## config.mk

```make
export PLATFORM = sky130hd
export DESIGN_NAME = ising_metropolis_spin_update
export DESIGN_NICKNAME = d
export VERILOG_FILES = /design/src/rtl/ims_pkg.sv /design/src/rtl/ims_ram.sv /design/src/rtl/ims_ctrl.sv /design/src/rtl/ims_dp.sv /design/src/rtl/ising_metropolis_spin_update.sv
export SDC_FILE = /design/constraint.sdc
export NUM_CORES = 2
export LEC_CHECK = 0
export BUFFER_PORTS_ARGS = -buffer_cell sky130_fd_sc_hd__buf_2
export CELL_PAD_IN_SITES_DETAIL_PLACEMENT = 0
export CELL_PAD_IN_SITES_GLOBAL_PLACEMENT = 1
export CORE_ASPECT_RATIO = 2
export CORE_MARGIN = 8
export CORE_UTILIZATION = 56
export DETAILED_ROUTE_END_ITERATION = 7
export PLACE_DENSITY_LB_ADDON = 0.1
export SYNTH_ARGS = -nofsm -noshare
export SYNTH_HDL_FRONTEND = slang
export SYNTH_HIERARCHICAL = 1
export SYNTH_SLANG_ARGS = --single-unit
```

## constraint.sdc

```tcl
create_clock -name i_clk -period 17.87 [get_ports i_clk]
set_input_delay 0 -clock i_clk [delete_from_list [all_inputs] [get_ports i_clk]]
set_output_delay 0 -clock i_clk [all_outputs]
set_load 0.01 [all_outputs]
```

## src/rtl/ims_pkg.sv

```systemverilog
package ims_pkg;

    localparam int GRID_SIDE  = 32;
    localparam int CELLS      = GRID_SIDE * GRID_SIDE;
    localparam int ADDR_W     = $clog2(CELLS);
    localparam int RC_W       = 5;
    localparam int DRAW_W     = 16;
    localparam int TH_W       = 16;
    localparam int COST_W     = 5;
    localparam int NB_W       = 4;
    localparam int MAG_W      = 12;
    localparam int EN_W       = 14;
    localparam int SITE_COUNT = 5;
    localparam int STEP_W     = $clog2(SITE_COUNT + 1);
    localparam int APB_W      = 32;
    localparam int PADDR_W    = 3;

    localparam logic signed [MAG_W-1:0]  MAG_RESET  = MAG_W'(CELLS);
    localparam logic signed [EN_W-1:0]   EN_RESET   = EN_W'(-4 * CELLS);
    localparam logic signed [MAG_W-1:0]  MAG_PLUS2  = MAG_W'(2);
    localparam logic signed [MAG_W-1:0]  MAG_MINUS2 = MAG_W'(-2);
    localparam logic signed [COST_W-1:0] COST_ZERO  = COST_W'(0);
    localparam logic signed [COST_W-1:0] COST_MID   = COST_W'(4);
    localparam logic signed [COST_W-1:0] COST_HIGH  = COST_W'(8);
    localparam logic signed [NB_W-1:0]   NB_ONE     = NB_W'(1);

    // register index, taken from paddr bit 2
    localparam logic REG_TH4 = 1'b0;
    localparam logic REG_TH8 = 1'b1;

    typedef enum logic [1:0] {
        ST_CLEAR,
        ST_IDLE,
        ST_FETCH,
        ST_DECIDE
    } t_state;

    typedef enum logic [2:0] {
        SITE_SELF,
        SITE_UP,
        SITE_DOWN,
        SITE_RIGHT,
        SITE_LEFT
    } t_site;

    typedef enum logic {
        ACT_FLIP = 1'b0,
        ACT_LOAD = 1'b1
    } t_action;

    typedef struct packed {
        logic              capture;
        logic              clear;
        logic [ADDR_W-1:0] clr_addr;
        logic              rd_en;
        t_site             rd_site;
        logic              dat_en;
        t_site             dat_site;
        logic              decide;
    } t_ctrl;

    typedef struct packed {
        logic in_grid;
        logic out_free;
    } t_stat;

    function automatic logic [RC_W-1:0] wrap_up(input logic [RC_W-1:0] a);
        if (int'(a) + 1 >= GRID_SIDE) begin
            return '0;
        end
        return a + RC_W'(1);
    endfunction

    function automatic logic [RC_W-1:0] wrap_down(input logic [RC_W-1:0] a);
        if (a == '0) begin
            return RC_W'(GRID_SIDE - 1);
        end
        return a - RC_W'(1);
    endfunction

    function automatic logic [ADDR_W-1:0] site_addr(input logic [RC_W-1:0] r,
                                                    input logic [RC_W-1:0] c);
        return ADDR_W'(int'(r) * GRID_SIDE + int'(c));
    endfunction

endpackage

```

## src/rtl/ims_ram.sv

```systemverilog
module ims_ram #(
    parameter int WIDTH = 1,
    parameter int DEPTH = 1024
) (
    input  logic                     i_clk,
    input  logic                     i_we,
    input  logic [$clog2(DEPTH)-1:0] i_waddr,
    input  logic [WIDTH-1:0]         i_wdata,
    input  logic                     i_re,
    input  logic [$clog2(DEPTH)-1:0] i_raddr,
    output logic [WIDTH-1:0]         o_rdata
);

    logic [WIDTH-1:0] r_mem [DEPTH];
    logic [WIDTH-1:0] r_rdata;

    always_ff @(posedge i_clk) begin
        if (i_we) begin
            r_mem[i_waddr] <= i_wdata;
        end
        if (i_re) begin
            r_rdata <= r_mem[i_raddr];
        end
    end

    assign o_rdata = r_rdata;

endmodule

```

## src/rtl/ims_ctrl.sv

```systemverilog
module ims_ctrl (
    input  logic           i_clk,
    input  logic           i_rst_n,
    input  logic           i_valid,
    input  ims_pkg::t_stat i_stat,
    output logic           o_ready,
    output ims_pkg::t_ctrl o_ctrl
);

    ims_pkg::t_state                r_state, n_state;
    logic [ims_pkg::STEP_W-1:0]     r_step, n_step;
    logic [ims_pkg::ADDR_W-1:0]     r_clr, n_clr;

    always_ff @(posedge i_clk) begin
        if (!i_rst_n) begin
            r_state <= ims_pkg::ST_CLEAR;
            r_step  <= '0;
            r_clr   <= '0;
        end else begin
            r_state <= n_state;
            r_step  <= n_step;
            r_clr   <= n_clr;
        end
    end

    always_comb begin
        n_state = r_state;
        n_step  = r_step;
        n_clr   = r_clr;
        o_ready = 1'b0;
        o_ctrl  = '0;
        unique case (r_state)
            ims_pkg::ST_CLEAR: begin
                // set every spin to +1 after reset
                o_ctrl.clear    = 1'b1;
                o_ctrl.clr_addr = r_clr;
                n_clr           = r_clr + ims_pkg::ADDR_W'(1);
                if (r_clr == ims_pkg::ADDR_W'(ims_pkg::CELLS - 1)) begin
                    n_state = ims_pkg::ST_IDLE;
                end
            end
            ims_pkg::ST_IDLE: begin
                o_ready = 1'b1;
                if (i_valid) begin
                    o_ctrl.capture = 1'b1;
                    n_step         = '0;
                    n_state        = ims_pkg::ST_FETCH;
                end
            end
            ims_pkg::ST_FETCH: begin
                if (!i_stat.in_grid) begin
                    n_state = ims_pkg::ST_DECIDE;
                end else begin
                    // read site k while the data of site k-1 comes back
                    if (r_step < ims_pkg::STEP_W'(ims_pkg::SITE_COUNT)) begin
                        o_ctrl.rd_en   = 1'b1;
                        o_ctrl.rd_site = ims_pkg::t_site'(r_step);
                    end
                    if (r_step != '0) begin
                        o_ctrl.dat_en   = 1'b1;
                        o_ctrl.dat_site = ims_pkg::t_site'(r_step - ims_pkg::STEP_W'(1));
                    end
                    if (r_step == ims_pkg::STEP_W'(ims_pkg::SITE_COUNT)) begin
                        n_state = ims_pkg::ST_DECIDE;
                    end
                    n_step = r_step + ims_pkg::STEP_W'(1);
                end
            end
            ims_pkg::ST_DECIDE: begin
                if (i_stat.out_free) begin
                    o_ctrl.decide = 1'b1;
                    n_state       = ims_pkg::ST_IDLE;
                end
            end
            default: begin
                n_state = ims_pkg::ST_CLEAR;
            end
        endcase
    end

endmodule

```

## src/rtl/ims_dp.sv

```systemverilog
module ims_dp (
    input  logic                               i_clk,
    input  logic                               i_rst_n,
    input  ims_pkg::t_ctrl                     i_ctrl,
    input  ims_pkg::t_action                   i_action,
    input  logic [ims_pkg::RC_W-1:0]           i_row,
    input  logic [ims_pkg::RC_W-1:0]           i_col,
    input  logic                               i_load_spin,
    input  logic [ims_pkg::DRAW_W-1:0]         i_random_draw,
    input  logic [ims_pkg::TH_W-1:0]           i_th4,
    input  logic [ims_pkg::TH_W-1:0]           i_th8,
    output ims_pkg::t_stat                     o_stat,
    output logic                               o_valid,
    input  logic                               i_ready,
    output logic                               o_flipped,
    output logic                               o_spin_after,
    output logic signed [ims_pkg::COST_W-1:0]  o_flip_cost,
    output logic signed [ims_pkg::MAG_W-1:0]   o_magnetization,
    output logic signed [ims_pkg::EN_W-1:0]    o_total_energy
);

    // captured item
    ims_pkg::t_action                 r_action;
    logic [ims_pkg::RC_W-1:0]         r_row;
    logic [ims_pkg::RC_W-1:0]         r_col;
    logic                             r_ld;
    logic [ims_pkg::DRAW_W-1:0]       r_draw;
    logic                             r_in_grid;

    // gathered neighbourhood
    logic                             r_s;
    logic signed [ims_pkg::NB_W-1:0]  r_nsum;

    // running totals
    logic signed [ims_pkg::MAG_W-1:0] r_mag;
    logic signed [ims_pkg::EN_W-1:0]  r_en;

    // result register
    logic                              r_out_valid;
    logic                              r_o_flipped;
    logic                              r_o_after;
    logic signed [ims_pkg::COST_W-1:0] r_o_cost;
    logic signed [ims_pkg::MAG_W-1:0]  r_o_mag;
    logic signed [ims_pkg::EN_W-1:0]   r_o_en;

    logic [ims_pkg::ADDR_W-1:0]        self_addr;
    logic [ims_pkg::ADDR_W-1:0]        rd_addr;
    logic [ims_pkg::ADDR_W-1:0]        wr_addr;
    logic                              ram_we;
    logic [0:0]                        ram_wdata;
    logic [0:0]                        ram_rdata;

    logic signed [ims_pkg::COST_W-1:0] ns_x2;
    logic signed [ims_pkg::COST_W-1:0] cost;
    logic                              change_flip;
    logic                              change;
    logic                              new_spin;
    logic signed [ims_pkg::MAG_W-1:0]  n_mag;
    logic signed [ims_pkg::EN_W-1:0]   n_en;

    assign self_addr = ims_pkg::site_addr(r_row, r_col);

    always_comb begin
        unique case (i_ctrl.rd_site)
            ims_pkg::SITE_SELF:  rd_addr = self_addr;
            ims_pkg::SITE_UP:    rd_addr = ims_pkg::site_addr(ims_pkg::wrap_up(r_row), r_col);
            ims_pkg::SITE_DOWN:  rd_addr = ims_pkg::site_addr(ims_pkg::wrap_down(r_row), r_col);
            ims_pkg::SITE_RIGHT: rd_addr = ims_pkg::site_addr(r_row, ims_pkg::wrap_up(r_col));
            ims_pkg::SITE_LEFT:  rd_addr = ims_pkg::site_addr(r_row, ims_pkg::wrap_down(r_col));
            default:             rd_addr = self_addr;
        endcase
    end

    // flip decision from the gathered spins
    always_comb begin
        ns_x2 = ims_pkg::COST_W'(r_nsum) <<< 1;
        if (!r_in_grid) begin
            cost = ims_pkg::COST_ZERO;
        end else begin
            cost = r_s ? ns_x2 : -ns_x2;
        end
        change_flip = (cost <= ims_pkg::COST_ZERO)
                   || ((cost == ims_pkg::COST_MID)  && (i_th4 > r_draw))
                   || ((cost == ims_pkg::COST_HIGH) && (i_th8 > r_draw));
        if (r_action == ims_pkg::ACT_LOAD) begin
            change = r_in_grid && (r_ld != r_s);
        end else begin
            change = r_in_grid && change_flip;
        end
        new_spin = r_s ^ change;
        n_mag    = r_mag + (r_s ? ims_pkg::MAG_MINUS2 : ims_pkg::MAG_PLUS2);
        n_en     = r_en + (ims_pkg::EN_W'(cost) <<< 1);
    end

    assign ram_we    = i_ctrl.clear || (i_ctrl.decide && change);
    assign wr_addr   = i_ctrl.clear ? i_ctrl.clr_addr : self_addr;
    assign ram_wdata = i_ctrl.clear ? 1'b1 : new_spin;

    ims_ram #(
        .WIDTH (1),
        .DEPTH (ims_pkg::CELLS)
    ) u_spins (
        .i_clk   (i_clk),
        .i_we    (ram_we),
        .i_waddr (wr_addr),
        .i_wdata (ram_wdata),
        .i_re    (i_ctrl.rd_en),
        .i_raddr (rd_addr),
        .o_rdata (ram_rdata)
    );

    always_ff @(posedge i_clk) begin
        if (i_ctrl.capture) begin
            r_action  <= i_action;
            r_row     <= i_row;
            r_col     <= i_col;
            r_ld      <= i_load_spin;
            r_draw    <= i_random_draw;
            r_in_grid <= (int'(i_row) < ims_pkg::GRID_SIDE)
                      && (int'(i_col) < ims_pkg::GRID_SIDE);
        end
        if (i_ctrl.capture) begin
            r_nsum <= '0;
        end else if (i_ctrl.dat_en) begin
            if (i_ctrl.dat_site == ims_pkg::SITE_SELF) begin
                r_s <= ram_rdata[0];
            end else begin
                r_nsum <= ram_rdata[0] ? r_nsum + ims_pkg::NB_ONE : r_nsum - ims_pkg::NB_ONE;
            end
        end
        if (i_ctrl.decide) begin
            r_o_flipped <= change;
            r_o_after   <= r_in_grid && new_spin;
            r_o_cost    <= cost;
            r_o_mag     <= change ? n_mag : r_mag;
            r_o_en      <= change ? n_en : r_en;
        end
    end

    always_ff @(posedge i_clk) begin
        if (!i_rst_n) begin
            r_mag       <= ims_pkg::MAG_RESET;
            r_en        <= ims_pkg::EN_RESET;
            r_out_valid <= 1'b0;
        end else begin
            if (i_ctrl.decide && change) begin
                r_mag <= n_mag;
                r_en  <= n_en;
            end
            if (i_ctrl.decide) begin
                r_out_valid <= 1'b1;
            end else if (i_ready) begin
                r_out_valid <= 1'b0;
            end
        end
    end

    assign o_stat.in_grid  = r_in_grid;
    assign o_stat.out_free = !r_out_valid || i_ready;

    assign o_valid         = r_out_valid;
    assign o_flipped       = r_o_flipped;
    assign o_spin_after    = r_o_after;
    assign o_flip_cost     = r_o_cost;
    assign o_magnetization = r_o_mag;
    assign o_total_energy  = r_o_en;

endmodule

```

## src/rtl/ising_metropolis_spin_update.sv

```systemverilog
// Metropolis spin update on a periodic square grid of +1/-1 spins.
// Input stream (s_*): one word per flip attempt or spin load, the action in
// s_tuser, site and random draw in s_tdata. Output stream (m_*): one word per
// input word with flip flag, new spin, flip cost and the running totals.
// APB port: the two Boltzmann thresholds at byte addresses 0 and 4.
// Sequence: an in-grid word is accepted in the idle step, gathers its sites
// in the fetch step and is settled in the decide step, which loads the result
// register; then the next word can be accepted. The five site reads share the
// single read port of the spin memory, one per cycle. A site outside the
// grid reads no site and goes from the fetch step straight to decide.
// The result register frees the input side: a new word is taken while a
// result waits; the block holds in the decide step only while the previous
// result is still stalled by the receiver.
// Reset: a clearing pass writes +1 into every site, s_tready stays low
// meanwhile; register writes are taken during the pass.
module ising_metropolis_spin_update (
    input  logic                        i_clk,
    input  logic                        i_rst_n,
    // slave side
    input  logic                        s_tvalid,
    output logic                        s_tready,
    input  logic [31:0]                 s_tdata,   // row[4:0] col[9:5] load_spin[10] random_draw[26:11]
    input  logic [0:0]                  s_tuser,   // action[0]
    // master side
    output logic                        m_tvalid,
    input  logic                        m_tready,
    output logic [39:0]                 m_tdata,   // flipped[0] spin_after[1] flip_cost[6:2]
                                                   // magnetization[18:7] total_energy[32:19]
    // configuration
    input  logic                        psel,
    input  logic                        penable,
    input  logic                        pwrite,
    input  logic [ims_pkg::PADDR_W-1:0] paddr,
    input  logic [ims_pkg::APB_W-1:0]   pwdata,
    output logic [ims_pkg::APB_W-1:0]   prdata,
    output logic                        pready
);

    logic [ims_pkg::TH_W-1:0]          r_th4;
    logic [ims_pkg::TH_W-1:0]          r_th8;

    ims_pkg::t_ctrl                    ctrl;
    ims_pkg::t_stat                    stat;
    logic                              flipped;
    logic                              spin_after;
    logic signed [ims_pkg::COST_W-1:0] flip_cost;
    logic signed [ims_pkg::MAG_W-1:0]  magnetization;
    logic signed [ims_pkg::EN_W-1:0]   total_energy;

    assign pready = 1'b1;

    always_ff @(posedge i_clk) begin
        if (!i_rst_n) begin
            r_th4 <= '0;
            r_th8 <= '0;
        end else if (psel && penable && pwrite) begin
            unique case (paddr[2])
                ims_pkg::REG_TH4: r_th4 <= pwdata[ims_pkg::TH_W-1:0];
                ims_pkg::REG_TH8: r_th8 <= pwdata[ims_pkg::TH_W-1:0];
            endcase
        end
    end

    always_comb begin
        unique case (paddr[2])
            ims_pkg::REG_TH4: prdata = ims_pkg::APB_W'(r_th4);
            ims_pkg::REG_TH8: prdata = ims_pkg::APB_W'(r_th8);
        endcase
    end

    ims_ctrl u_ctrl (
        .i_clk   (i_clk),
        .i_rst_n (i_rst_n),
        .i_valid (s_tvalid),
        .i_stat  (stat),
        .o_ready (s_tready),
        .o_ctrl  (ctrl)
    );

    ims_dp u_dp (
        .i_clk           (i_clk),
        .i_rst_n         (i_rst_n),
        .i_ctrl          (ctrl),
        .i_action        (ims_pkg::t_action'(s_tuser[0])),
        .i_row           (s_tdata[4:0]),
        .i_col           (s_tdata[9:5]),
        .i_load_spin     (s_tdata[10]),
        .i_random_draw   (s_tdata[26:11]),
        .i_th4           (r_th4),
        .i_th8           (r_th8),
        .o_stat          (stat),
        .o_valid         (m_tvalid),
        .i_ready         (m_tready),
        .o_flipped       (flipped),
        .o_spin_after    (spin_after),
        .o_flip_cost     (flip_cost),
        .o_magnetization (magnetization),
        .o_total_energy  (total_energy)
    );

    assign m_tdata = {7'b0, total_energy, magnetization, flip_cost, spin_after, flipped};

endmodule

```

==> impl_metrics.yaml <==
yosys:
  synth_seq_cells: 1158
  leading_register_cell_type_out_of_synthesis: "edfxtp_1"
  yosys-top-cells-area: "edfxtp_1, mux4_2, nor2_1, mux2i_1, dfxtp_1"
  yosysTopAreaCell: "edfxtp_1"
  syn_area_sq_mm: 0.0528
  warnings_synthesis: 6
  synth_top_area_share_pct: 61.5
  synth-seq-area-share_pct: 64.4
  syn-instance-count: 3952
  yosysUniqueCellTypes: 81
  postSynthAreaPerCell_sq_um: 13.4
  synth-async-reset-ratio_pct: 0
  post_synth_edffs: 1083
die:
  design.portCount: 150
  initial_core_util_pct: 56.4
  die-width_um: 233
  fp.dieArea_sq_mm: 0.105
  rows: 159
  die_boundary_height_um: 450
  floorplan.core_area_sq_mm: 0.0937
clock_network:
  clock_tree_from_tritoncts: "done"
  cts.htree.levels: 3
  setup_buffers_after_cts: 0
  cts_repair_resize_count: 0
  clock_transition_at_the_registers_of_the_reported_paths_ns: 0.07
  numCtsBuffers: 101
  cts.path.max_buffers: 3
  clock_tree.root_cell: "clkbuf_16"
  ctsHoldBuffers: 89
  worst_skew_pair.late_latency_ns: 0.74
  clock_sinks: 1158
min_path:
  min_from: "s_tdata[11]"
  hold-path-cell-count: 2
  worstHoldPathType: "in -> reg"
  worstHoldEndpoint: "u_dp/r_draw[0]"
power_and_ir_drop:
  max-vdd-ir-drop_v: 0.000138
  power_density_mw_per_mm2: 90.8
  p_total_uw: 5280
  leak_uw: 0.0148
placement:
  hpwl_um: 78900
  placedCellCount: 4979
  globalplace.congestion: 0.886
  placement.cell_area_sq_mm: 0.0539
  numPortBuffers: 98
finish:
  instances_no_fill: 5256
  most_common_library_cell_in_the_layout_ignoring_fill_and_taps: "edfxtp_1"
  syn2layout_area_growth_pct: 10.1
  fin_nets: 4111
  leading_cell_types_in_the_layout_fill_and_taps_excluded: "edfxtp_1, nor2_1, mux4_2, nand2_1, mux2i_1"
  utilization_pct: 62.1
  stdcell_area_sq_mm: 0.0582
  number_of_filler_cells_placed_in_the_layout: 7128
  post_route_cells_drive_above_1_share_pct: 15.2
route:
  vias: 33197
  drc_errors: 0
  post_drt_via_cell_ratio: 6.32
  detail_route.first_pass.iterations: 7
  postRouteAntennaNets: 0
  number_of_violations_reported_at_the_end_of_detailed_routing_iteration_0: 3360
  drt_wl_total_um: 144000
  avgRoutedWirePerCell_um: 27.4
grt:
  grt_pass1_vias: 33734
  remaining_global_route_overflow: 0
  initial_antenna_violation_count: 1
  wire_length_of_the_first_global_routing_pass_um: 209000
  grt_max_degree: 348
  globalRouteTotalUtil_pct: 27.0
job:
  maxCapViolations: 0
status:
  outcome: "complete, but fails checks"
  failing_checks: "slew limit"
critical_path:
  timing.critical_path.from_type: "flip-flop"
  r2r_start: "u_ctrl/r_state[0]"
  required_ns: 18.36
  timing.reg2reg.worst_path_depth: 21
  worstSetupPathType: "reg -> reg"
  regToRegEndpoint: "u_dp/u_spins/o_rdata"
  endpoint_kind: "flip-flop"
  timing.critical_path.arrival_ns: 8.58
  reg2reg_slack_ns: 9.78
  critical_path_fanouts_max: 114
timing:
  post_route_setup_tns_ns: 0
  setup_repair_after_global_routing_missed_its_margin: "false"
  clock_skew_ns: 0.0311
  final_hold_viol_count: 0
  achievable-frequency_mhz: 124
  slew_headroom_pct: -1.84
  timing.final.max_slew_violations: 64
  period_needed_ns: 8.09
  tightestPinTransition_ns: 1.53
  period_share_pct: 45.3
  setup-violations-final: 0
worst max-delay path: stages (launching register included):
cell and delay, ns:
dfxtp_1 0.34, inv_1 0.10, ha_1 0.25, nand2_1 0.20, nor3_1 0.45, nor2_1 0.12
nand2_1 0.26, nand2_1 0.23, o211ai_1 0.17, o21a_4 0.15, buf_4 0.71, buf_4 0.88
buf_12 0.72, buf_4 0.94, mux2i_1 0.19, o221ai_1 0.35, o22ai_1 0.14, o21ai_0 0.36
nand4_1 0.26, nor3_1 0.33, nor4_1 0.10, o2111ai_1 0.38
synth_stat cells, types with 5 or more instances:
master,number
nand2_1,170
and2_1,28
a2111oi_0,7
buf_4,46
nor2b_1,17
o22ai_1,30
mux4_2,200
a31oi_1,9
a21o_1,9
ha_1,69
clkbuf_1,197
inv_1,45
a311oi_1,5
nand4_1,20
a22oi_1,20
xnor2_1,29
mux2_2,45
nor2_1,1064
dfxtp_1,75
a21oi_1,95
xor2_1,10
or3_1,7
a221oi_1,6
nand2b_1,15
nor3b_1,13
edfxtp_1,1083
o21ai_0,66
nor3_1,52
and3_1,11
o221ai_1,50
buf_2,25
mux4_1,14
buf_6,25
nor4_1,11
buf_1,60
nand3_1,70
a211oi_1,7
mux2i_1,159
area by class of cell:
type	count	area (sq um)	area share, %
sequential	1158	34000	58.5
multi-input combinational	2406	17200	29.5
clock buffer	123	2650	4.56
timing repair buffer	248	1900	3.26
tap	1207	1510	2.60
clock inverter	63	756	1.30
inverter	49	188	0.323
antenna	2	5.00	0.00860
sequential cells by signal, summed over array words and instances, names as in the netlist, 3 cells and up:
register	cells
u_dp/r_draw	16
u_dp/r_en	12
u_dp/o_magnetization	11
u_dp/o_total_energy	12
r_th8	16
u_dp/r_nsum	4
r_th4	16
u_ctrl/r_step	3
u_ctrl/r_clr	10
u_dp/r_col	5
u_dp/o_flip_cost	4
u_dp/r_mag	11
u_dp/u_spins/r_mem	1024
u_dp/r_row	5
cell families after synthesis:
group | after synthesis | synth area share, %
adder cells (fa/ha/maj) | 72 | 1.75
buffers and inverters | 413 | 3.91
multiplexers | 418 | 13.2
flip-flops | 1158 | 64.4
XOR/XNOR | 39 | 0.646
AND/OR/NAND/NOR | 1502 | 11.8
other | 4 | 0.0284
AO/OA/AOI/OAI | 346 | 4.28
worst max path at each step:
stage / from / to
4_1_cts: u_ctrl/r_state[0] / u_dp/u_spins/o_rdata
3_3_place_gp: u_ctrl/r_state[0] / u_dp/u_spins/o_rdata
2_1_floorplan: u_dp/r_s / u_dp/u_spins/r_mem[0]
6_report: u_ctrl/r_state[0] / u_dp/u_spins/o_rdata
3_5_place_dp: u_ctrl/r_state[0] / u_dp/u_spins/o_rdata
5_1_grt: u_ctrl/r_state[0] / u_dp/u_spins/o_rdata
where the power goes:
part | switching (uW) | total [uW] | leakage (uW) | internal, uW
registers | 2.06 | 2920 | 0.00681 | 2920
clock network | 1000 | 2280 | 0.00167 | 1280
logic | 50.4 | 77.4 | 0.00632 | 27.0
through the flow:
step	setup slack [ns]	hold slack, ns
floorplan	7.47	0.0718
global placement	9.86	0.176
detailed placement	9.71	0.179
CTS	9.69	0.00252
global route	9.08	0.0279
finish	9.78	0.0452
metal layers:
metal	GRT usage (%)	wire length [um]	vias up
met5	0	0	-
met4	13.4	7440	0
met3	3.94	9540	335
met2	49.6	77200	1391
met1	30.0	49600	17038
li1	-	-	14433
Power figures use the tool's default switching activity.
